### config.mk
export PLATFORM = sky130hd
export DESIGN_NAME = spr_front
export DESIGN_NICKNAME = d
export VERILOG_FILES = /design/src/hw/rtl/spr_pkg.sv /design/src/hw/rtl/spr_front.sv
export SDC_FILE = /design/constraint.sdc
export NUM_CORES = 1
export LEC_CHECK = 0
export ABC_AREA = 1
export BUFFER_PORTS_ARGS = -buffer_cell sky130_fd_sc_hd__buf_4
export CAP_MARGIN = 40
export CORE_MARGIN = 2
export CORE_UTILIZATION = 56
export CTS_CLUSTER_DIAMETER = 30
export DETAILED_ROUTE_END_ITERATION = 8
export MAX_ROUTING_LAYER = met4
export PLACE_DENSITY = 0.84
export SLEW_MARGIN = 30
export SYNTH_ARGS = -nofsm -noshare
export SYNTH_HDL_FRONTEND = slang
export SYNTH_SLANG_ARGS = --single-unit
### constraint.sdc
create_clock -name clock -period 11.15 [get_ports clock]
set_input_delay 1.115 -clock clock [delete_from_list [all_inputs] [get_ports clock]]
set_output_delay 1.115 -clock clock [all_outputs]
set_load 0.05 [all_outputs]
### src/hw/rtl/spr_pkg.sv
`timescale 1ns / 1ps
// ----------------------------------------------------------------------------
// spr_pkg
// Shared types and constants of the stereo polyphase resampler.
// ----------------------------------------------------------------------------
package spr_pkg;

   // item kinds carried on req_tuser
   localparam logic MODE_COEF  = 1'b0;
   localparam logic MODE_FRAME = 1'b1;

   // register indexes (byte address = 8 * index)
   localparam logic [2:0] REG_STEP        = 3'd0;
   localparam logic [2:0] REG_TAP_BLOCKS  = 3'd1;
   localparam logic [2:0] REG_PHASE_BITS  = 3'd2;
   localparam logic [2:0] REG_LCG_MULT    = 3'd3;
   localparam logic [2:0] REG_LCG_ADD     = 3'd4;
   localparam logic [2:0] REG_DITHER_SEED = 3'd5;
   localparam logic [2:0] REG_START_POS   = 3'd6;

   // register reset values
   localparam logic [40:0] RST_STEP        = 41'h100000000;
   localparam logic [2:0]  RST_TAP_BLOCKS  = 3'd1;
   localparam logic [2:0]  RST_PHASE_BITS  = 3'd5;
   localparam logic [31:0] RST_LCG_MULT    = 32'd1103515245;
   localparam logic [31:0] RST_LCG_ADD     = 32'd12345;
   localparam logic [31:0] RST_DITHER_SEED = 32'd0;
   localparam logic [41:0] RST_START_POS   = 42'd0;

   localparam int unsigned MAX_RESULTS = 64;

   typedef struct packed {
      logic [40:0] step;
      logic [2:0]  tap_blocks;
      logic [2:0]  phase_bits;
      logic [31:0] lcg_mult;
      logic [31:0] lcg_add;
   } cfg_type;

   // one-cycle seed loads toward the engine
   typedef struct packed {
      logic        pos_load;
      logic [41:0] pos_value;
      logic        dith_load;
      logic [31:0] dith_value;
   } load_type;

   typedef struct packed {
      logic        mode;
      logic        idx_ok;
      logic [10:0] coeff_index;
      logic [15:0] coeff_value;
      logic [15:0] left_in;
      logic [15:0] right_in;
   } item_type;

endpackage

### src/hw/rtl/spr_front.sv
`timescale 1ns / 1ps
// ----------------------------------------------------------------------------
// spr_front
// Accepts input words, classifies them and queues them for the engine.
// ----------------------------------------------------------------------------
module spr_front #(
   parameter int unsigned BANK_DEPTH = 1056
) (
   input  logic              clock,
   input  logic              reset,
   input  logic              req_tvalid,
   output logic              req_tready,
   input  logic [63:0]       req_tdata,
   input  logic              req_tuser,
   output logic              q_valid,
   output spr_pkg::item_type q_item,
   input  logic              q_pop
);

   spr_pkg::item_type ent_ff [2];
   logic       wp_ff;
   logic       rp_ff;
   logic [1:0] cnt_ff;
   logic       push;
   spr_pkg::item_type item_in;

   always_comb begin
      item_in.mode        = req_tuser;
      item_in.coeff_index = req_tdata[10:0];
      item_in.coeff_value = req_tdata[26:11];
      item_in.left_in     = req_tdata[42:27];
      item_in.right_in    = req_tdata[58:43];
      // flag writes that fall outside the bank; they are dropped later
      item_in.idx_ok      = 32'(req_tdata[10:0]) < 32'(BANK_DEPTH);
   end

   assign req_tready = cnt_ff != 2'd2;
   assign push       = req_tvalid & req_tready;
   assign q_valid    = cnt_ff != 2'd0;
   assign q_item     = ent_ff[rp_ff];

   always_ff @(posedge clock) begin
      if (push) begin
         ent_ff[wp_ff] <= item_in;
      end
   end

   always_ff @(posedge clock) begin
      if (reset) begin
         wp_ff  <= 1'b0;
         rp_ff  <= 1'b0;
         cnt_ff <= 2'd0;
      end else begin
         if (push) wp_ff <= ~wp_ff;
         if (q_pop) rp_ff <= ~rp_ff;
         cnt_ff <= cnt_ff + 2'(push) - 2'(q_pop);
      end
   end

endmodule

== Yosys cells after proc, flatten, opt, wreduce, memory -nomap -nowiden ==
Memory sizes are Yosys's and may differ from the RTL's. A register that Yosys moved wholly into a read port is not among the register bits.
Index checks and enable logic that the tools add are counted.

* Flip-flop bits (word level): 4
* Bits in latches: 0
* Bits in writable memories: 122
* ROM bits: 0
* Bits of input ports: 69
* Logic and storage cells: 16
* Memories: 1

{| class="wikitable"
|+ Memory list
! name !! depth !! bits a word !! read ports !! clocked after Yosys merged registers in !! wr ports !! line !! RTL
|-
| ent_ff || 2 || 61 || 1 || 1 || 1 || spr_front.sv:20 || <nowiki>spr_pkg::item_type ent_ff [2];</nowiki>
|}

* Add/subtract/negate cells: 2
* Multiply operators: 0
* Divide/modulo/power cells: 0
* Order comparisons: 1
* Equal/unequal tests: 1
* Shift operators: 0
* Muxes and demuxes: 4
* Bitwise logic cells: 3
* Reduce and logical (&&, ||, !) cells: 1

{| class="wikitable"
|+ Operator list
! cell !! count
|-
| $lt A11 B11 Y1 const B || 1
|-
| $mux W1 || 4
|-
| $add A2 B1 Y2 || 1
|-
| $ne A2 B2 Y1 const B || 1
|-
| $not A1 Y1 || 2
|-
| $reduce_bool A2 Y1 || 1
|-
| $sub A2 B1 Y2 || 1
|-
| $and A1 B1 Y1 || 1
|}

== Logic depth before layout (Yosys ltp) ==
Gate-level depths: netlist (run 1).

* Depth after elaboration: 4
* Depth in mapped cells: 11

== Worst setup path after synthesis (run 1) ==
OpenSTA, ideal clock, no wires.

* Path type: input port to flip-flop
* From: in req_tvalid
* To: mem ent_ff[0][0] (netlist bit), enable pin
* Arrival time: 3845 ps
* Slack: 6825 ps
* Stages: 2
* Path through: nand2_1 nor2_1

* Cells in the longest elaborated chain, start to end: 3

{| class="wikitable"
|+ RTL lines
! what !! line !! RTL
|-
| start: declaration || spr_front.sv:11 || <nowiki>input logic req_tvalid,</nowiki>
|-
| $and A1 B1 Y1 || spr_front.sv:38 || <nowiki>assign push = req_tvalid & req_tready;</nowiki>
|-
| $mux W1 || spr_front.sv:43 || <nowiki>if (push) begin</nowiki>
|-
| $mux W1 (implied by the code) || spr_front.sv:44 || <nowiki>ent_ff[wp_ff] <= item_in;</nowiki>
|-
| end: declaration || spr_front.sv:20 ||
|}

Every way passes these cells.

==> metrics, run 1 <==
Die W 98.01 um; antenna violations before repair 0; post-synthesis async set-or-reset flop share 0%; antenna viol nets, final 0; DR iter-0 viols around 70; # nets final 438; final setup margin between 7 and 8 ns; WHS Path Cells 2; Yosys top cell area share 74.03%; unrepaired setup endpoints after global routing no; number of global-route vias before repair 2596; Final period util 28.79%; total of max-cap violations 0; slew of the pin with the lowest slew margin about 0.73 ns; Synth cell types 14; Syn Area/Cell 21.90 sq um; first-pass GRT wire length between 10000 and 15000 um; fin. max-slew vios 0; WP data required about 10 ns; CTS root buf clkbuf_8; Initial Util 57.30%; post-layout minimum cycle time 3.210 ns; gr ovfl total 0; Main synth FF type edfxtp_1; post-route cell area approximately 6500 sq um; FF-to-FF Start cnt_ff[0]; PwrDens 206.8 nW/um^2; Placer Congestion around 0.72; post-CTS sizing 0; Worst slew margin 51.21%; R2R depth 5; cts hold-fix bufs 0; Fin. Hold Viols 0; syn nets 296; Synth Register Bits 127; most numerous cell in the Yosys netlist edfxtp_1; die area 9605 sq um; TritonCTS Buffers 17; I/O Buffers 126; Hold WC Path Type register to register; top cells by count, synth edfxtp_1 (122), mux2_4 (60), nand2_1 (9); Arr. time, crit path 2.10 ns; First-pass DRT Iterations 4; CP Class register to output pin; Post-Syn Area 4948 sq um; Worst R2R End ent_ff[1][50]; Post-synth EDFFs 122; antenna cells 0; Routed WL per cell about 17 um; Placement Rows 34; Setup Skew between 0.009 and 0.01 ns; crit-path max FO 31; worst skew pair latency 0.50 ns; status finished clean; # DRC 0; crit start category register; Final TNS setup 0 ns; largest net degree at the start of global routing 38; total number of vias 2433; GRT Total Usage 18.02%; DP Area 5987 sq um; Leak 2.607 nW; Max IR drop VDD 0.1490 mV; setup repair bufs after CTS 0; pre-CTS setup slack between 8 and 9 ns; Area Overhead vs Synth 31.53%; cells after synthesis approximately 230; setup slack, reg-to-reg 8.86 ns; CTS Buffer Depth 2; I/O Pins ~130; Via density between 4 and 5; TritonCTS clock tree done; crit end category output pin; DIE HEIGHT 98.01 um; achievable frequency just over 300 MHz; fillers between 400 and 500; Yosys Warn Count 0; area leader, netlist edfxtp_1; top cells by area, synth edfxtp_1 (74%), mux2_4 (18%), buf_12 (2.4%); sequential cell area fraction in the yosys report between 70% and 80%; clock sinks 127; share of layout cells above drive strength 1 58.27%; htree depth 4; DP HPWL 5366 um; final wirelength 8110 um; core area 8636 sq um; clk slew on worst S/H paths 0.05 ns; # setup viols final 0; CP endpoint q_item[30]
-- layer usage --
layer	global-route usage, %	share of wire, %
met5	-	0
met4	6.303	0.49
met3	7.445	6.9
met2	29.72	53
met1	19.79	40
-- worst max-delay path, stage by stage, from the launching register on --
cell	delay, ns
dfxtp_4	0.74
buf_16	0.30
mux2_4	0.33
buf_4	0.19
-- registers in the layout (all words and copies together) (netlist names), named ones only --
register and cells:
rp_ff 1, cnt_ff 2, wp_ff 1, ent_ff 122
-- layout by cell type, fill, tap and decap left out, drive strengths merged --
cell type | netlist | final
clkbuf | 0 | 20
nand2 | 9 | 9
nor2 | 8 | 8
o21ai | 1 | 1
buf | 7 | 130
clkinv | 0 | 9
ha | 1 | 1
nand3 | 2 | 2
a21oi | 2 | 2
dfxtp | 5 | 5
edfxtp | 122 | 122
xnor2 | 2 | 2
inv | 6 | 6
mux2 | 61 | 61
clkinvlp | 0 | 2
bufinv | 0 | 1
-- logic make-up after synthesis --
kind of cell / Yosys count / share of synthesized area (%)
XOR/XNOR: 2 / 0.3540
multiplexers: 61 / 18.43
AND/OR/NAND/NOR: 19 / 1.492
adder cells (fa/ha/maj): 1 / 0.2528
flip-flops: 127 / 76.06
AO/OA/AOI/OAI: 3 / 0.3033
buffers and inverters: 13 / 3.110
-- area by class of cell --
class | count | area [sq um] | share of cell area, %
tap | 108 | 135.1 | 2.076
inverter | 6 | 22.52 | 0.3460
sequential | 127 | 3767 | 57.88
timing repair buffer | 130 | 1016 | 15.61
multi-input combinational | 86 | 1046 | 16.07
clock buffer | 20 | 425.4 | 6.536
clock inverter | 12 | 96.34 | 1.480
-- where the power goes --
group	switching (mW)	internal, mW
clock	0.182	0.292
combinational	0.176	0.109
sequential	0.0167	0.571
-- per-stage QoR --
step	power [mW]	utilization (%)	hold slack, ns	instances
6_report	1.346	75.37	0.5137	489
5_1_grt	1.394	75.37	0.5515	489
4_1_cts	1.361	75.37	0.5131	489
3_5_place_dp	0.8838	69.33	0.5132	457
3_3_place_gp	0.8718	68.69	0.4899	455
2_1_floorplan	0.8049	-	0.4483	226
-- worst min path at each step --
stage	to	from	slack, ns
5_1_grt	wp_ff	wp_ff	0.55
2_1_floorplan	wp_ff	wp_ff	0.45
4_1_cts	wp_ff	wp_ff	0.51
3_5_place_dp	wp_ff	wp_ff	0.51
3_3_place_gp	register	rp_ff	0.49
6_report	wp_ff	wp_ff	0.51
No activity file was read; power rests on OpenSTA's default activity.
==> run 2, diff against run 1 <==
- CORE_UTILIZATION: 56 -> 52
- PLACE_DENSITY: 0.84 -> 0.79
- clock period: 11.15 -> 3.25 ns (I/O delays scaled with it)
==> run 2 against run 1 <==
Against the previous run: hold slack worse by 0.38 ns; clock skew fell by 0.0047 ns; critical path depth did not move; global-route usage is 1.4 points higher; die area rose by 7.4%; utilization up 2.3 points; total power grew to 3.6 times the previous value; clock-buffer cell count unchanged; clock power grew to 3.8 times the previous value; sequential share of layout area decreased by 5.4 points; register-to-register slack got worse by 7.6 ns; critical path type unchanged.
==> metrics, run 2 (synthesis gave the netlist of run 1 again) <==
total of max-cap violations 0; fin cells 571; PwrDens 675.0 nW/um^2; CP Class register to output pin; post-CTS sizing 0; most frequent cells in the layout buf_4 (128), edfxtp_1 (122), dlygate4sd3_1 (61), mux2_4 (60), clkbuf_16 (16); antenna violations before repair 0; status finished clean; Placer Congestion between 0.7 and 0.8; DP Area approximately 6000 sq um; setup repair bufs after CTS 0; final wirelength a little over 9000 um; biggest regs ent_ff (122), cnt_ff (2); die area approximately 10000 sq um; total number of vias between 2k and 3k; # setup viols final 0; cts hold-fix bufs 61; max FFs per register 122; TritonCTS clock tree done; core area 9240 sq um; Placement Rows 35; post-layout minimum cycle time 2.435 ns; Setup Skew 0.004729 ns; gr ovfl total 0; number of global-route vias before repair 2895; cell total after placement approximately 480; DP HPWL 5167 um; Hold WC Path Type primary input to register; Via density around 4.8; CTS Buffer Depth 2; DR iter-0 viols 110; commonest non-fill, non-tap cell in the layout buf_4; DIE HEIGHT 101.6 um; worst skew pair latency 0.50 ns; Worst slew margin 52.36%; first-pass GRT wire length ~14000 um; crit-path max FO 33; htree depth 4; Final period util around three quarters; Area Overhead vs Synth 45.11%; clk slew on worst S/H paths around 0.06 ns; largest net degree at the start of global routing 40; WP data required 2.92 ns; # nets final between 400 and 500; I/O Buffers between 100 and 150; post-route cell area 7181 sq um; register bank with the most flops ent_ff; GRT Total Usage between 10% and 20%; TritonCTS Buffers 17; fin. max-slew vios 0; share of layout cells above drive strength 1 roughly half; Fin. Hold Viols 0; unrepaired setup endpoints after global routing no; # DRC 0; Leak 2.872 nW; slew of the pin with the lowest slew margin 0.7129 ns; crit end category output pin; achievable frequency roughly 400 MHz; Initial Util 53.55%; Max IR drop VDD 0.5280 mV; crit start category register; First-pass DRT Iterations 4; Die W between 100 and 150 um; I/O Pins about 130; antenna cells 0; CTS root buf clkbuf_8; Arr. time, crit path 2.11 ns; antenna viol nets, final 0; Routed WL per cell 16.25 um; clock sinks 127
[run 2: area by class of cell]
class,instances,area [sq um]
inverter,6,22.52
timing repair buffer,191,1612
fill,487,2059
tap,129,161.4
multi-input combinational,86,1046
clock inverter,12,136.4
clock buffer,20,435.4
sequential,127,3767
[run 2: worst max-delay path, stage by stage (launching register included)]
cell and delay (ns):
dfxtp_4 0.72, buf_12 0.33, mux2_4 0.33, buf_4 0.19
[run 2: worst paths after layout]
path | start | endpoint | slack (ns) | cells after the start
setup / recovery | register | q_item[26] | 0.81 | 3
hold / removal | q_pop | register | 0.13 | 3
setup reg to reg | cnt_ff[0] | ent_ff[0][30] | 1.21 | 5
hold reg to reg | wp_ff | wp_ff | 0.54 | 2
[run 2: routing by layer]
| metal | vias to the layer above | part of all wire, % | GRT usage (%) |
|---|---|---|---|
| met5 | - | 0 | - |
| met3 | 20 | 5.0 | 6.211 |
| met1 | 1322 | 40 | 21.17 |
| li1 | 1279 | - | - |
| met2 | 93 | 53 | 32.54 |
| met4 | 0 | 1.8 | 8.420 |
[run 2: where the power goes]
part	internal [mW]	switching, mW	total, mW
Sequential	1.96	0.0572	2.01
Clock	1.12	0.681	1.80
Combinational	0.416	0.620	1.04
Total	3.49	1.36	4.85
[run 2: through the flow]
| stage | total power [mW] | setup WS [ns] | setup TNS, ns | hold WS, ns | utilization (%) |
|---|---|---|---|---|---|
| after floorplan | 2.761 | -0.8066 | -98.41 | 0.3941 | - |
| after global placement | 3.000 | 1.284 | 0 | 0.4922 | 64.92 |
| after detailed placement | 3.022 | 1.235 | 0 | 0.5103 | 64.92 |
| after CTS | 4.880 | 0.7656 | 0 | 0.09136 | 77.71 |
| after global routing | 5.020 | 0.7186 | 0 | 0.1217 | 77.71 |
| final | 4.847 | 0.8146 | 0 | 0.1331 | 77.71 |
==> run 3, diff against run 2 <==
- CORE_UTILIZATION: 52 -> 47
- PLACE_DENSITY: 0.79 -> 0.75
- clock period: 3.25 -> 2 ns (I/O delays scaled with it)
==> run 3 against run 2 <==
Against the previous run: sequential cell count stayed put; non-clock buffer count is 5 higher; critical endpoint is now q_item[29]; die area is 10% higher; register-to-register slack worse by 0.61 ns; sequential share of layout area is 0.93 points lower; combinational power is 68% higher; total power is 67% higher; clock power is 73% higher; sequential power is 62% higher; worst setup slack worse by 0.73 ns.
==> metrics, run 3 (synthesis gave the netlist of run 1 again) <==
clk slew on worst S/H paths ~0.06 ns; CTS Buffer Depth 2; GRT Total Usage 17.09%; fin. max-slew vios 0; worst skew pair latency a little over 0.5 ns; crit-path max FO 40; register bank with the most flops ent_ff; Fin. Hold Viols 0; share of layout cells above drive strength 1 51.23%; most frequent cells in the layout buf_4 (128), edfxtp_1 (122), dlygate4sd3_1 (64), mux2_4 (60), clkbuf_16 (16); core area around 10000 sq um; Final TNS setup 0 ns; First-pass DRT Iterations 4; largest delay contributor family on the critical path buffers and inverters; crit start category register; final setup margin 0.08108 ns; Hold WC Path Type primary input to register; fillers 664; # DRC 0; antenna cells 0; achievable frequency 521.1 MHz; fin cells 583; post-layout minimum cycle time 1.919 ns; Initial Util 48.15%; commonest non-fill, non-tap cell in the layout buf_4; # setup viols final 0; Die W 106.6 um; htree depth 4; Hold Worst Slack 0.4155 ns; final wirelength slightly above 9000 um; max incr delay on CP between 0.3 and 0.4 ns; cell total after placement 487; FF/Latch Area 3767 sq um; TritonCTS clock tree done; Max IR drop VDD a little under 0.8 mV; antenna violations before repair 0; # nets final 504; biggest regs ent_ff (122), cnt_ff (2); Via density 4.734; I/O Pins 132; Seq pwr share roughly 40%; Routed WL per cell 15.78 um; DP HPWL 5368 um; CTS root buf clkbuf_8; status finished clean; switching power between 2 and 2.5 mW; Arr. time, crit path 1.72 ns; total number of vias about 2.8k; multi-input combinational cell area 1070 sq um; WP data required 1.80 ns; gr ovfl total 0; die area 11370 sq um; total of max-cap violations 0; max FFs per register ~120; antenna viol nets, final 0; Leak 2.930 nW; slew of the pin with the lowest slew margin 0.3240 ns; Clk network pwr share about two fifths; DR iter-0 viols between 80 and 90; crit end category output pin; DIE HEIGHT 106.6 um; PwrDens 1108 nW/um^2; TritonCTS Buffers 17; Area Overhead vs Synth 47.74%; unrepaired setup endpoints after global routing no; clock sinks 127; Placer Congestion between 0.6 and 0.7; Placement Rows 37; Setup Skew ~0.0059 ns; number of global-route vias before repair about 3k; CP Class register to output pin; Comb pwr share 21.6%; largest net degree at the start of global routing 51; I/O Buffers 126; Buffers & Inverters on Critical Path 2; Worst slew margin 78.40%; critical path cell sequence buf_12 -> mux2_4 -> buf_4; Final period util 95.95%; internal power 5.894 mW; switching part of the total a little over a quarter; pre-CTS setup slack 0.5152 ns; first-pass GRT wire length 13970 um; Slowest cell on crit path dfxtp_4
## run 3: per-stage QoR
step	area (sq um)	power (mW)	utilization, %
final	7311	8.098	71.13
after CTS	7311	8.172	71.13
after floorplan	4987	4.499	-
after global placement	6058	4.917	58.95
after global routing	7311	8.390	71.13
after detailed placement	6058	4.951	58.95
## run 3: final timing paths
path              slack, ns             to  cells after the start     startpoint
setup / recovery       0.08     q_item[29]                      3       register
hold / removal         0.42  ent_ff[0][36]                      2  req_tdata[15]
setup reg to reg       0.60      cnt_ff[1]                      9      cnt_ff[1]
hold reg to reg        0.52          wp_ff                      2          wp_ff
## run 3: metal layers
metal  share of wire, %  global-route usage, %
met1                 40                  18.43
met2                 54                  29.39
met3                5.5                  5.471
met4                1.2                  6.772
met5                  0                      -
## run 3: area by class of cell
cell class | count | area share [%]
clock inverter | 15 | 2.653
sequential | 127 | 51.53
timing repair buffer | 196 | 22.88
clock buffer | 17 | 5.665
multi-input combinational | 86 | 14.63
inverter | 6 | 0.3081
tap | 136 | 2.328
## run 3: power by group through the flow
| stage | Combinational, mW | Clock (mW) | Sequential, mW |
|---|---|---|---|
| 6_report | 1.75 | 3.11 | 3.25 |
| 5_1_grt | 1.82 | 3.30 | 3.26 |
| 4_1_cts | 1.76 | 3.17 | 3.25 |
| 3_5_place_dp | 1.65 | 0 | 3.30 |
| 3_3_place_gp | 1.63 | 0 | 3.28 |
| 2_1_floorplan | 1.22 | 0 | 3.28 |
## run 3: timing repair
| action | CTS | global route |
|---|---|---|
| gates resized for setup | 1 | 0 |
| endpoints found under the setup margin | 18 | 0 |
| setup buffers | 0 | 0 |
| hold endpoints to repair | 125 | 0 |
| hold buffers | 64 | 0 |
## run 3: worst reg2reg max path, cell delays in order, from the launching register on
cell	delay, ns
dfxtp_1	0.45
nand2_8	0.08
nand2_4	0.13
xnor2_1	0.13
ha_1	0.18
inv_1	0.04
nand2_1	0.06
nand2_1	0.08
a21oi_1	0.11
nor2_1	0.05
