[config.mk]
export PLATFORM = sky130hd
export DESIGN_NAME = spr_csr
export DESIGN_NICKNAME = d
export VERILOG_FILES = /design/src/hw/rtl/spr_pkg.sv /design/src/hw/rtl/spr_csr.sv
export SDC_FILE = /design/constraint.sdc
export NUM_CORES = 1
export LEC_CHECK = 0
export ABC_AREA = 1
export BUFFER_PORTS_ARGS = -buffer_cell sky130_fd_sc_hd__clkbuf_2
export CAP_MARGIN = 20
export CORE_ASPECT_RATIO = 1.2
export CORE_UTILIZATION = 45
export DETAILED_ROUTE_END_ITERATION = 8
export PLACE_DENSITY = 0.78
export SLEW_MARGIN = 25
export SYNTH_ARGS = -nofsm -noshare
export SYNTH_HDL_FRONTEND = slang
export SYNTH_SLANG_ARGS = --single-unit
[constraint.sdc]
create_clock -name clock -period 4.3 [get_ports clock]
set_input_delay 0.215 -clock clock [delete_from_list [all_inputs] [get_ports clock]]
set_output_delay 0.215 -clock clock [all_outputs]
set_load 0.01 [all_outputs]
[src/hw/rtl/spr_pkg.sv]
`timescale 1ns / 1ps
// ----------------------------------------------------------------------------
// spr_pkg
// Shared types and constants of the stereo polyphase resampler.
// ----------------------------------------------------------------------------
package spr_pkg;

   // item kinds carried on req_tuser
   localparam logic MODE_COEF  = 1'b0;
   localparam logic MODE_FRAME = 1'b1;

   // register indexes (byte address = 8 * index)
   localparam logic [2:0] REG_STEP        = 3'd0;
   localparam logic [2:0] REG_TAP_BLOCKS  = 3'd1;
   localparam logic [2:0] REG_PHASE_BITS  = 3'd2;
   localparam logic [2:0] REG_LCG_MULT    = 3'd3;
   localparam logic [2:0] REG_LCG_ADD     = 3'd4;
   localparam logic [2:0] REG_DITHER_SEED = 3'd5;
   localparam logic [2:0] REG_START_POS   = 3'd6;

   // register reset values
   localparam logic [40:0] RST_STEP        = 41'h100000000;
   localparam logic [2:0]  RST_TAP_BLOCKS  = 3'd1;
   localparam logic [2:0]  RST_PHASE_BITS  = 3'd5;
   localparam logic [31:0] RST_LCG_MULT    = 32'd1103515245;
   localparam logic [31:0] RST_LCG_ADD     = 32'd12345;
   localparam logic [31:0] RST_DITHER_SEED = 32'd0;
   localparam logic [41:0] RST_START_POS   = 42'd0;

   localparam int unsigned MAX_RESULTS = 64;

   typedef struct packed {
      logic [40:0] step;
      logic [2:0]  tap_blocks;
      logic [2:0]  phase_bits;
      logic [31:0] lcg_mult;
      logic [31:0] lcg_add;
   } cfg_type;

   // one-cycle seed loads toward the engine
   typedef struct packed {
      logic        pos_load;
      logic [41:0] pos_value;
      logic        dith_load;
      logic [31:0] dith_value;
   } load_type;

   typedef struct packed {
      logic        mode;
      logic        idx_ok;
      logic [10:0] coeff_index;
      logic [15:0] coeff_value;
      logic [15:0] left_in;
      logic [15:0] right_in;
   } item_type;

endpackage

[src/hw/rtl/spr_csr.sv]
`timescale 1ns / 1ps
// ----------------------------------------------------------------------------
// spr_csr
// Configuration registers behind an APB-style port; issues seed loads.
// ----------------------------------------------------------------------------
module spr_csr (
   input  logic              clock,
   input  logic              reset,
   input  logic              csr_psel,
   input  logic              csr_penable,
   input  logic              csr_pwrite,
   input  logic [5:0]        csr_paddr,
   input  logic [63:0]       csr_pwdata,
   output logic [63:0]       csr_prdata,
   output logic              csr_pready,
   output spr_pkg::cfg_type  cfg,
   output spr_pkg::load_type load
);

   logic [40:0] step_ff;
   logic [2:0]  blocks_ff;
   logic [2:0]  pbits_ff;
   logic [31:0] mult_ff;
   logic [31:0] add_ff;
   logic [31:0] seed_ff;
   logic [41:0] start_ff;
   logic [2:0]  idx;
   logic        wr;

   assign idx        = csr_paddr[5:3];
   assign wr         = csr_psel & csr_penable & csr_pwrite;
   assign csr_pready = 1'b1;

   always_ff @(posedge clock) begin
      if (reset) begin
         step_ff   <= spr_pkg::RST_STEP;
         blocks_ff <= spr_pkg::RST_TAP_BLOCKS;
         pbits_ff  <= spr_pkg::RST_PHASE_BITS;
         mult_ff   <= spr_pkg::RST_LCG_MULT;
         add_ff    <= spr_pkg::RST_LCG_ADD;
         seed_ff   <= spr_pkg::RST_DITHER_SEED;
         start_ff  <= spr_pkg::RST_START_POS;
      end else if (wr) begin
         unique case (idx)
            spr_pkg::REG_STEP:        step_ff   <= csr_pwdata[40:0];
            spr_pkg::REG_TAP_BLOCKS:  blocks_ff <= csr_pwdata[2:0];
            spr_pkg::REG_PHASE_BITS:  pbits_ff  <= csr_pwdata[2:0];
            spr_pkg::REG_LCG_MULT:    mult_ff   <= csr_pwdata[31:0];
            spr_pkg::REG_LCG_ADD:     add_ff    <= csr_pwdata[31:0];
            spr_pkg::REG_DITHER_SEED: seed_ff   <= csr_pwdata[31:0];
            spr_pkg::REG_START_POS:   start_ff  <= csr_pwdata[41:0];
            default: ;
         endcase
      end
   end

   always_comb begin
      unique case (idx)
         spr_pkg::REG_STEP:        csr_prdata = {23'd0, step_ff};
         spr_pkg::REG_TAP_BLOCKS:  csr_prdata = {61'd0, blocks_ff};
         spr_pkg::REG_PHASE_BITS:  csr_prdata = {61'd0, pbits_ff};
         spr_pkg::REG_LCG_MULT:    csr_prdata = {32'd0, mult_ff};
         spr_pkg::REG_LCG_ADD:     csr_prdata = {32'd0, add_ff};
         spr_pkg::REG_DITHER_SEED: csr_prdata = {32'd0, seed_ff};
         spr_pkg::REG_START_POS:   csr_prdata = {{22{start_ff[41]}}, start_ff};
         default:                  csr_prdata = 64'd0;
      endcase
   end

   assign cfg.step       = step_ff;
   assign cfg.tap_blocks = blocks_ff;
   assign cfg.phase_bits = pbits_ff;
   assign cfg.lcg_mult   = mult_ff;
   assign cfg.lcg_add    = add_ff;

   assign load.pos_load   = wr && (idx == spr_pkg::REG_START_POS);
   assign load.pos_value  = csr_pwdata[41:0];
   assign load.dith_load  = wr && (idx == spr_pkg::REG_DITHER_SEED);
   assign load.dith_value = csr_pwdata[31:0];

endmodule

Yosys cells after proc, flatten, opt, wreduce, memory -nomap -nowiden:

Index checks and enable logic that the tools add are counted.

* bitwise gates (word level): 2
* equal/unequal tests: 6
* mux-type cells: 1
* reduce and logical (&&, ||, !) cells: 10

Operators with widths (count)
* $pmux W64 S7: 1
* $reduce_and A2 Y1: 7
* $eq A3 B3 Y1 const B: 3
* $eq A3 B2 Y1 const B: 2
* $eq A3 B1 Y1 const B: 1
* $logic_not A3 Y1: 1
* $and A1 B1 Y1: 2
* $logic_and A1 B1 Y1: 2

* word-level logic and storage cells: 26
* bits in registers: 185
* output and inout port bits: 252
* bits of input ports: 75

Longest topological paths before layout:

Gate-level depths: netlist of run 1.

* depth after elaboration: 3
* mapped depth: 9
* depth with buffers taken out: 7

Worst setup path before layout of run 1:

OpenSTA, ideal clock, no wires.

* path kind: input to output
* from: input port csr_paddr[3]
* to: output port csr_prdata[42]
* setup slack: 2.473 ns
* data arrival time: 1.612 ns
* cell stages on the path: 5
* required time: 4.085 ns
* cells stage by stage: inv_2 -> nand3_1 -> clkbuf_1 -> nor2_1 -> buf_4

* longest elaborated chain between the ends: 2
* elaborated cells on any way between the ends: 8
* classes of those cells: eq/ne (6); mux (1); reduce/logical (1)

Ends and longest elaborated chain
* start: declaration: line spr_csr.sv:12 `input logic [5:0] csr_paddr,`
* $eq A3 B3 Y1, or another cell as far along: line spr_csr.sv:58 `unique case (idx)`
* $pmux W64 S7 (*): line spr_csr.sv:58
* end: declaration: line spr_csr.sv:14 `output logic [63:0] csr_prdata,`

Mark *: on every way between the ends. The rest lies on a longest branch, timed or not.

==> results of run 1 <==
layer usage:
metal	global-route usage, %	wire length [um]
met1	29.6	11400
met2	45.1	14300
met3	5.04	1930
met4	8.84	481
met5	0	0
path summary, 6_finish.rpt:
check                             from                        end  slack (ns)  cells past startpoint
min reg2reg  start_ff[29]$_SDFFE_PP0P_  start_ff[29]$_SDFFE_PP0P_        0.48                      2
min                     csr_pwdata[18]   mult_ff[18]$_SDFFE_PP1P_        0.04                      3
max reg2reg    add_ff[11]$_SDFFE_PP0P_    add_ff[11]$_SDFFE_PP0P_        3.66                      2
max                       csr_paddr[4]                   load[32]        1.45                      6
cells in the mapped netlist:
cell type and instances:
inv_1 141, o21ai_1 14, nand3_2 3, clkinv_1 1
nand4_1 31, nor2_4 2, inv_2 4, dfxtp_1 185
nand3_1 159, conb_1 1, clkbuf_1 42, buf_2 30
nor2_1 395, nand2_1 401, buf_4 108, nor2_2 4
buf_1 11, o21ai_0 25
tightest hold or removal path: stages:
cell and delay [ns]:
clkbuf_2 0.11, nand2_1 0.05, nand3_1 0.06
logic make-up after synthesis:
group                  after synthesis
and+or+nand+nor                    995
AOI/OAI and AO/OA                   39
other                                1
buffers and inverters              337
DFF                                185
per-stage QoR:
step                instance area, um^2  hold slack, ns  power [mW]  cells
floorplan                          9670           0.341        2.06   1557
global placement                  10500           0.461        2.16   1954
detailed placement                10500           0.469        2.17   1954
CTS                               11100          0.0217        3.75   1986
global route                      11100          0.0533        3.86   1986
finish                            11100          0.0379        3.73   1986
layout make-up:
cell class / count / area [um^2] / area share, %
Multi-Input combinational cell: 1035 / 4300 / 38.6
Clock inverter: 9 / 115 / 1.03
Sequential cell: 185 / 3700 / 33.3
Tap cell: 270 / 338 / 3.03
Inverter: 146 / 553 / 4.97
Clock buffer: 23 / 478 / 4.29
Timing Repair Buffer: 318 / 1650 / 14.8
power breakdown:
part	switching (mW)	internal (mW)	total, mW	leakage [nW]
Sequential	0.0150	1.74	1.75	1.49
Clock	0.693	0.908	1.60	0.284
Combinational	0.265	0.114	0.380	3.74
Total	0.973	2.76	3.73	5.52
sequential cells by signal (all words and copies together) (netlist names):
register	count
start_ff	42
mult_ff	32
step_ff	41
seed_ff	32
pbits_ff	3
blocks_ff	3
add_ff	32
==> flow_summary_export.csv, run 1 <==
group,metric,value,unit
run_status,status,"finished, final reports clean",
setup_path,cp_max_fo,59,
timing,worst_pin_slew,0.981,ns
die,initial_core_util,45.9,%
route,avgRoutedWirePerCell,14.1,um
timing,tns,0,ns
cells_and_area,drive_gt1_share,21.3,%
setup_path,cp_cell_sequence,"clkbuf_2, inv_2, nand3_2, nor2_4, buf_4, clkbuf_2",
global_routing,grt_pass1_wl,43300,um
timing,hold_violations,0,
cells_and_area,fillers,2146,
route,dr.pass1.iters,5,
synth,syn_area,9670,um^2
cells_and_area,syn2layout_area_growth,15.2,%
pwr,power_leakage,5.52,nW
setup_path,max_stage_delay,0.57,ns
die,core-area,21000,um^2
cells_and_area,antennaDiodeCount,0,
job,drv_cap,0,
setup_path,path_class,"in -> out",
timing,report.final.slew_viol_count,0,
clocking,post_cts_resized,0,
synth,synthAdderAreaFrac,0,%
route,viasPerCell,4.91,
synth,syn_area_per_cell,6.21,um^2
cells_and_area,layout_common_cells,"nand2_1 (401), nor2_1 (392), clkbuf_2 (299)",
synth,seq_area_frac_synth,38.3,%
synth,synth-compound-area-share,2.02,%
synth,synth_top_family_by_area,"simple AND/OR/NAND/NOR gates",
setup_path,cp_slowest_cell,"buf_4",
clocking,cts_tree,"done",
route,routed_wl,28100,um
route,drt_iter0_markers,724,
clocking,holdBufCountCts,0,
timing,rsz0062_at_grt,"false",
global_routing,grt_max_degree,135,
synth,ys_ff_latch,185,
route,ant_nets,0,
die,die_x,136,um
worst_hold_path,hold_path_class,"in -> reg",
setup_path,cp_top_family,"buffers and inverters",
pwr,power_density,335,nW/um^2
setup_path,worst-path-buf-inv,4,
clocking,cts_setup_buffers,0,
synth,netlist_instances,1557,
cells_and_area,layout_commonest_cell,"nand2_1",
synth,synth_cell_type_count,18,
clocking,numCtsBuffers,17,
clocking,clock_latency,0.43,ns
die,io_pins,327,
global_routing,grt_pass1_vias,8507,
global_routing,overflow,0,
placement,dpl_worst_slack,1.28,ns
placement,hpwl,18000,um
timing,layout_setup_ws,1.45,ns
timing,setup_viol,0,
clocking,clkSinkCount,185,
setup_path,cp-end-kind,"output port",
synth,synth_warnings,0,
route,num_vias,9761,
pwr,ir_drop,272,uV
timing,fin_skew,0,ns
clocking,cts-root-buf,"clkbuf_16",
cells_and_area,nets,1778,
timing,slew_headroom,34.5,%
synth,syn_nets,1632,
synth,synth_mux_area_share,0,%
route,drc,0,
setup_path,critical_path_required,4.09,ns
global_routing,antenna_found_initial,0,
synth,synth_area_leaders,"dfxtp_1 (38%), nand2_1 (16%), nor2_1 (15%), buf_4 (8.4%), nand3_1 (8.2%)",
timing,min_period_over_period,66.2,%
die,fp.dieArea,22100,um^2
clocking,clockBufferDepth,2,
timing,period_minus_slack,2.85,ns
placement,port_buffers,300,
die,rows,58,
placement,globalplace.congestion,0.821,
clocking,htreeDepth,4,
synth,synthXorXnorAreaFrac,0,%
clocking,path_clk_slew,0.07,ns
cells_and_area,fin_util,52.9,%
die,die_h,163,um
timing,timing.fmax,0.351,GHz
synth,synth_top_area_share,38.3,%
global_routing,grt.total_usage,25.2,%
setup_path,start_kind,"primary input",
synth,yosys.area_share.simple,42.0,%
setup_path,crit_arrival,2.63,ns
synth,synth_largest_area_cell,"dfxtp_1",
setup_path,cpMostUsedCell,"clkbuf_2",
Power figures use the tool's default switching activity.
==> inputs of run 2 (changes only) <==
PLACE_DENSITY = 0.81   (was 0.78)
clock period = 2.6 ns   (was 4.3 ns; I/O delays follow)
==> run 2 against run 1 <==
Die area stayed put. Sequential share of layout area is 1.1 points lower. Routed wire length rose by 4.6%. Critical path depth rose by 2. Flip-flop and latch count unchanged. Sequential power is 65% higher. First-iteration DRC count up 11%.
==> flow_summary_export.csv, run 2 (synthesis gave the netlist of run 1 again) <==
group,metric,value,unit
cells_and_area,largest_reg_flops,42,
setup_path,cp-end-kind,"output port",
route,num_vias,10100,
setup_path,cp_slowest_cell,"nor2_4",
route,avgRoutedWirePerCell,14.6,um
cells_and_area,reg_top3,"start_ff: 42 flops, step_ff: 41 flops",
cells_and_area,layout_commonest_cell,"nand2_1",
clocking,path_clk_slew,0.07,ns
global_routing,grt.total_usage,27.1,%
die,rows,58,
route,routed_wl,29300,um
setup_path,cp_max_fo,25,
pwr,ir_drop,453,uV
timing,min_period_over_period,82.1,%
cells_and_area,layout_common_cells,"nand2_1 (401), nor2_1 (392), clkbuf_2 (299)",
clocking,clockBufferDepth,2,
route,viasPerCell,5.00,
clocking,cts_tree,"done",
global_routing,grt_max_degree,97,
timing,fin_skew,0,ns
setup_path,crit_arrival,2.00,ns
timing,report.final.slew_viol_count,0,
setup_path,critical_path_required,2.47,ns
timing,slew_headroom,40.4,%
global_routing,overflow,0,
timing,setup_viol,0,
cells_and_area,drive_gt1_share,21.5,%
placement,hpwl,18600,um
route,ant_nets,0,
global_routing,grt_pass1_wl,46200,um
timing,tns,0,ns
placement,dpl_worst_slack,0.384,ns
die,core-area,21000,um^2
clocking,numCtsBuffers,17,
timing,worst_pin_slew,0.891,ns
route,drt_iter0_markers,803,
placement,port_buffers,300,
setup_path,max_stage_delay,0.45,ns
setup_path,path_class,"in -> out",
worst_hold_path,hold_path_class,"in -> reg",
die,initial_core_util,45.9,%
die,fp.dieArea,22100,um^2
job,drv_cap,0,
die,die_h,163,um
clocking,post_cts_resized,0,
timing,hold_violations,0,
global_routing,antenna_found_initial,1,
global_routing,grt_pass1_vias,8911,
die,io_pins,327,
setup_path,cp_cell_sequence,"clkbuf_2, inv_2, nand2_1, nor2_4, buf_12, nand2_1, o21ai_0, clkbuf_2",
timing,rsz0062_at_grt,"false",
timing,layout_setup_ws,0.465,ns
timing,period_minus_slack,2.13,ns
pwr,power_leakage,5.68,nW
clocking,clock_latency,0.43,ns
timing,timing.fmax,0.468,GHz
route,dr.pass1.iters,5,
setup_path,start_kind,"primary input",
cells_and_area,nets,1807,
placement,globalplace.congestion,0.839,
pwr,power_density,547,nW/um^2
run_status,status,"finished, final reports clean",
clocking,htreeDepth,4,
route,drc,0,
cells_and_area,syn2layout_area_growth,19.0,%
cells_and_area,max_flop_register,"start_ff",
die,die_x,136,um
clocking,clkSinkCount,185,
clocking,cts-root-buf,"clkbuf_16",
==> run 2: cell types whose count changed in the layout (fill, tap and decap cells not counted), sizes merged <==
cell         change
buf             +10
inv              +3
clkbuf           -3
bufinv           +1
clkinv           -2
dlygate4sd3     +19
diode            +1
clkinvlp         +1
==> run 2: final cells by class <==
type / instances / area, um^2
flip-flops and latches: 185 / 3700
inverters: 146 / 553
diodes: 1 / 2.50
well taps: 270 / 338
multi-input cells: 1035 / 4300
clock buffers: 20 / 447
fillers: 2095 / 9540
repair buffers: 347 / 2000
clock inverters: 12 / 161
==> run 2: repair_timing <==
action                    CTS  global route
setup buffers               0             0
hold buffers               19             0
hold endpoints to repair   22             0
==> run 2: worst max-delay path, delay by kind of cell <==
family / cells / cell delay, ns
AO/OA/AOI/OAI: 1 / 0.10
buffers and inverters: 4 / 1.06
AND/OR/NAND/NOR: 3 / 0.68
==> run 2: final timing paths <==
kind                        startpoint                         to  slack [ns]  cells past startpoint
max                       csr_paddr[3]             csr_prdata[32]        0.47                      8
min                     csr_pwdata[34]  start_ff[34]$_SDFFE_PP0P_        0.01                      5
max reg2reg    add_ff[25]$_SDFFE_PP0P_    add_ff[25]$_SDFFE_PP0P_        1.95                      2
min reg2reg  start_ff[38]$_SDFFE_PP0P_  start_ff[38]$_SDFFE_PP0P_        0.48                      2
==> run 2: metal layers <==
| metal | global-route usage (%) | vias to the layer above | wire [um] | part of all wire (%) |
|---|---|---|---|---|
| li1 | - | 5001 | - | - |
| met2 | 45.8 | 456 | 14400 | 49 |
| met5 | 0 | - | 0 | 0 |
| met3 | 5.51 | 68 | 2260 | 7.7 |
| met1 | 32.4 | 4563 | 11700 | 40 |
| met4 | 13.4 | 0 | 975 | 3.3 |
==> run 2: stage by stage <==
step	utilization (%)	area (um^2)	power [mW]	instances	hold WS, ns
finish	54.7	11500	6.29	2016	0.0113
global route	54.7	11500	6.52	2016	0.0213
CTS	54.6	11500	6.33	2015	0.000895
detailed placement	50.9	10700	3.61	1964	0.393
global placement	50.9	10700	3.60	1964	0.385
floorplan	-	9670	3.41	1557	0.256
==> run 2: where the power goes <==
part           switching, mW  internal (mW)  leakage [nW]  total [mW]
Combinational          0.455          0.221          3.89       0.677
Sequential            0.0253           2.87          1.49        2.89
Clock                   1.16           1.55         0.288        2.72
Total                   1.65           4.64          5.68        6.29
==> inputs of run 3 (changes only) <==
ABC_AREA = 0   (was 1)
clock period = 1.9 ns   (was 2.6 ns; I/O delays follow)
==> run 3 against run 2 <==
Sequential power up 36%. Synthesized cell count down 27%. Clock-buffer cell count down 1. Clock power up 36%. Cell area down 1.5%. Area after synthesis down 3.0%. Largest power group unchanged. Highest routed layer unchanged.
==> flow_summary_export.csv, run 3 <==
group,metric,value,unit
timing,worst_hold_slack,0.0191,ns
synth,netlist_instances,1129,
clocking,cts-root-buf,"clkbuf_16",
worst_hold_path,hold_path_class,"in -> reg",
cells_and_area,drive_gt1_share,29.8,%
route,drc,0,
placement,dpl_cell_area,10400,um^2
die,die_x,134,um
synth,syn_area_per_cell,8.30,um^2
die,die_h,160,um
pwr,finalPower,8.68,mW
global_routing,grt.total_usage,27.7,%
pwr,power_leakage,4.66,nW
setup_path,regToRegSetupSlack,1.19,ns
synth,yosys.cell_count.top_type,"dfxtp_1",
timing,timing.fmax,0.554,GHz
setup_path,rr_endpoint,"add_ff[28]$_SDFFE_PP0P_",
pwr,ir_drop,611,uV
cells_and_area,stdcell_area,11300,um^2
cells_and_area,largest_reg_flops,42,
clocking,cts_tree,"done",
cells_and_area,nets,1383,
timing,rsz0062_at_grt,"false",
route,num_vias,9409,
synth,syn_nets,1204,
placement,globalplace.congestion,0.791,
setup_path,path_class,"reg -> out",
route,viasPerCell,5.93,
route,routed_wl,30400,um
run_status,status,"finished, final reports clean",
route,avgRoutedWirePerCell,19.1,um
synth,synth_warnings,0,
cells_and_area,syn2layout_area_growth,20.9,%
setup_path,reg2reg_from,"add_ff[28]$_SDFFE_PP0P_",
timing,slew_headroom,57.4,%
route,ant_nets,0,
timing,hold_violations,0,
timing,worst_pin_slew,0.639,ns
timing,period_minus_slack,1.80,ns
clocking,path_clk_slew,0.07,ns
synth,ys_ff_latch,185,
setup_path,r2r_cells,2,
synth,synth_area_leaders,"dfxtp_1 (40%), a21oi_1 (8.9%), mux2i_1 (8.2%), buf_4 (8.2%), nand3_1 (7.5%)",
setup_path,cp_max_fo,3,
clocking,htreeDepth,4,
placement,port_buffers,300,
clocking,clock_latency,0.42,ns
timing,min_period_over_period,95.0,%
clocking,clkSinkCount,185,
global_routing,grt_max_degree,93,
synth,syn_area,9370,um^2
placement,hpwl,19300,um
cells_and_area,layout_commonest_cell,"clkbuf_2",
setup_path,setup.worst_path.start,"pbits_ff[1]$_SDFFE_PP0P_",
die,initial_core_util,46.1,%
setup_path,crit_arrival,1.71,ns
die,rows,57,
synth,synth_cell_type_count,35,
cells_and_area,fillers,1842,
cells_and_area,antennaDiodeCount,0,
job,drv_cap,0,
die,core-area,20300,um^2
synth,synth_largest_area_cell,"dfxtp_1",
setup_path,critical_path_required,1.80,ns
clocking,cts_setup_buffers,0,
setup_path,cp-end-kind,"output port",
timing,report.final.slew_viol_count,0,
clocking,numCtsBuffers,17,
die,fp.dieArea,21400,um^2
global_routing,grt_pass1_vias,8576,
route,dr.pass1.iters,5,
synth,synthArstFlopShare,0,%
global_routing,grt_pass1_wl,47000,um
setup_path,crit_path_end,"csr_prdata[1]",
synth,seq_area_frac_synth,39.5,%
pwr,power_density,766,nW/um^2
route,drt_iter0_markers,1007,
global_routing,overflow,0,
die,io_pins,327,
cells_and_area,reg_top3,"start_ff: 42 flops, step_ff: 41 flops",
timing,setup_viol,0,
cells_and_area,max_flop_register,"start_ff",
setup_path,start_kind,"flip-flop",
clocking,clockBufferDepth,2,
cells_and_area,layout_common_cells,"clkbuf_2 (296), dfxtp_1 (185), a21oi_1 (166)",
synth,ys_top_cells_by_count,"dfxtp_1 (185), a21oi_1 (166), nand3_1 (141)",
timing,tns,0,ns
synth,synthFlopType,"dfxtp_1",
synth,synth-edff-count,0,
timing,fin_skew,0,ns
global_routing,antenna_found_initial,0,
synth,synth_top_area_share,39.5,%
run 3: cells by family (layout without fill, tap and decap cells):
| kind of cell | count (synthesis) | count (layout) | synth area share, % |
|---|---|---|---|
| simple gates | 264 | 264 | 14.3 |
| other cells | 1 | 1 | 0.0400 |
| buf+inv | 220 | 412 | 13.8 |
| compound gates | 378 | 378 | 23.5 |
| mux | 81 | 81 | 8.82 |
| flops | 185 | 185 | 39.5 |
run 3: timing repair:
item | in CTS | in global routing
resized for setup | 0 | 0
hold endpoints to repair | 113 | 0
hold buffers | 33 | 0
run 3: per-layer routing:
| metal | vias up | GRT usage, % | wire, um |
|---|---|---|---|
| met5 | - | 0 | 0 |
| met4 | 0 | 10.0 | 797 |
| met3 | 67 | 6.48 | 2710 |
| met2 | 530 | 46.5 | 14800 |
| met1 | 4503 | 34.3 | 12000 |
| li1 | 4309 | - | - |
run 3: final cells by class:
| cell class | count | area (um^2) | share of cell area (%) |
|---|---|---|---|
| tap | 265 | 332 | 2.92 |
| multi-input combinational | 724 | 4410 | 38.9 |
| timing repair buffer | 377 | 2270 | 20.0 |
| clock buffer | 19 | 443 | 3.91 |
| clock inverter | 13 | 166 | 1.47 |
| sequential | 185 | 3700 | 32.7 |
| inverter | 3 | 11.3 | 0.0993 |
run 3: worst min path at each step:
stage	start	to	slack, ns	cells past startpoint
3_3_place_gp	csr_pwdata[35]	start_ff[35]$_SDFFE_PP0P_	0.36	3
2_1_floorplan	csr_pwdata[0]	step_ff[0]$_SDFFE_PP0P_	0.24	2
4_1_cts	csr_pwdata[28]	start_ff[28]$_SDFFE_PP0P_	0.002	3
6_report	csr_pwdata[28]	mult_ff[28]$_SDFFE_PP0P_	0.02	3
3_5_place_dp	csr_pwdata[35]	start_ff[35]$_SDFFE_PP0P_	0.37	3
5_1_grt	csr_pwdata[12]	step_ff[12]$_SDFFE_PP0P_	0.008	3
run 3: per-stage QoR:
stage	util [%]	setup WS (ns)	std cells
floorplan	-	0.218	1129
global placement	51.1	0.273	1521
detailed placement	51.1	0.209	1521
CTS	55.8	0.111	1586
global route	55.8	0.0272	1586
finish	55.8	0.0955	1586
run 3: where the power goes:
part / internal, mW / switching (mW)
registers: 3.90 / 0.0201
clock network: 2.12 / 1.57
logic: 0.381 / 0.685
total: 6.41 / 2.27
run 3: worst max-delay path, stage by stage (launching register included):
cell	delay, ns
dfxtp_1	0.33
mux2_2	0.27
a221oi_1	0.30
o211ai_1	0.21
clkbuf_2	0.18
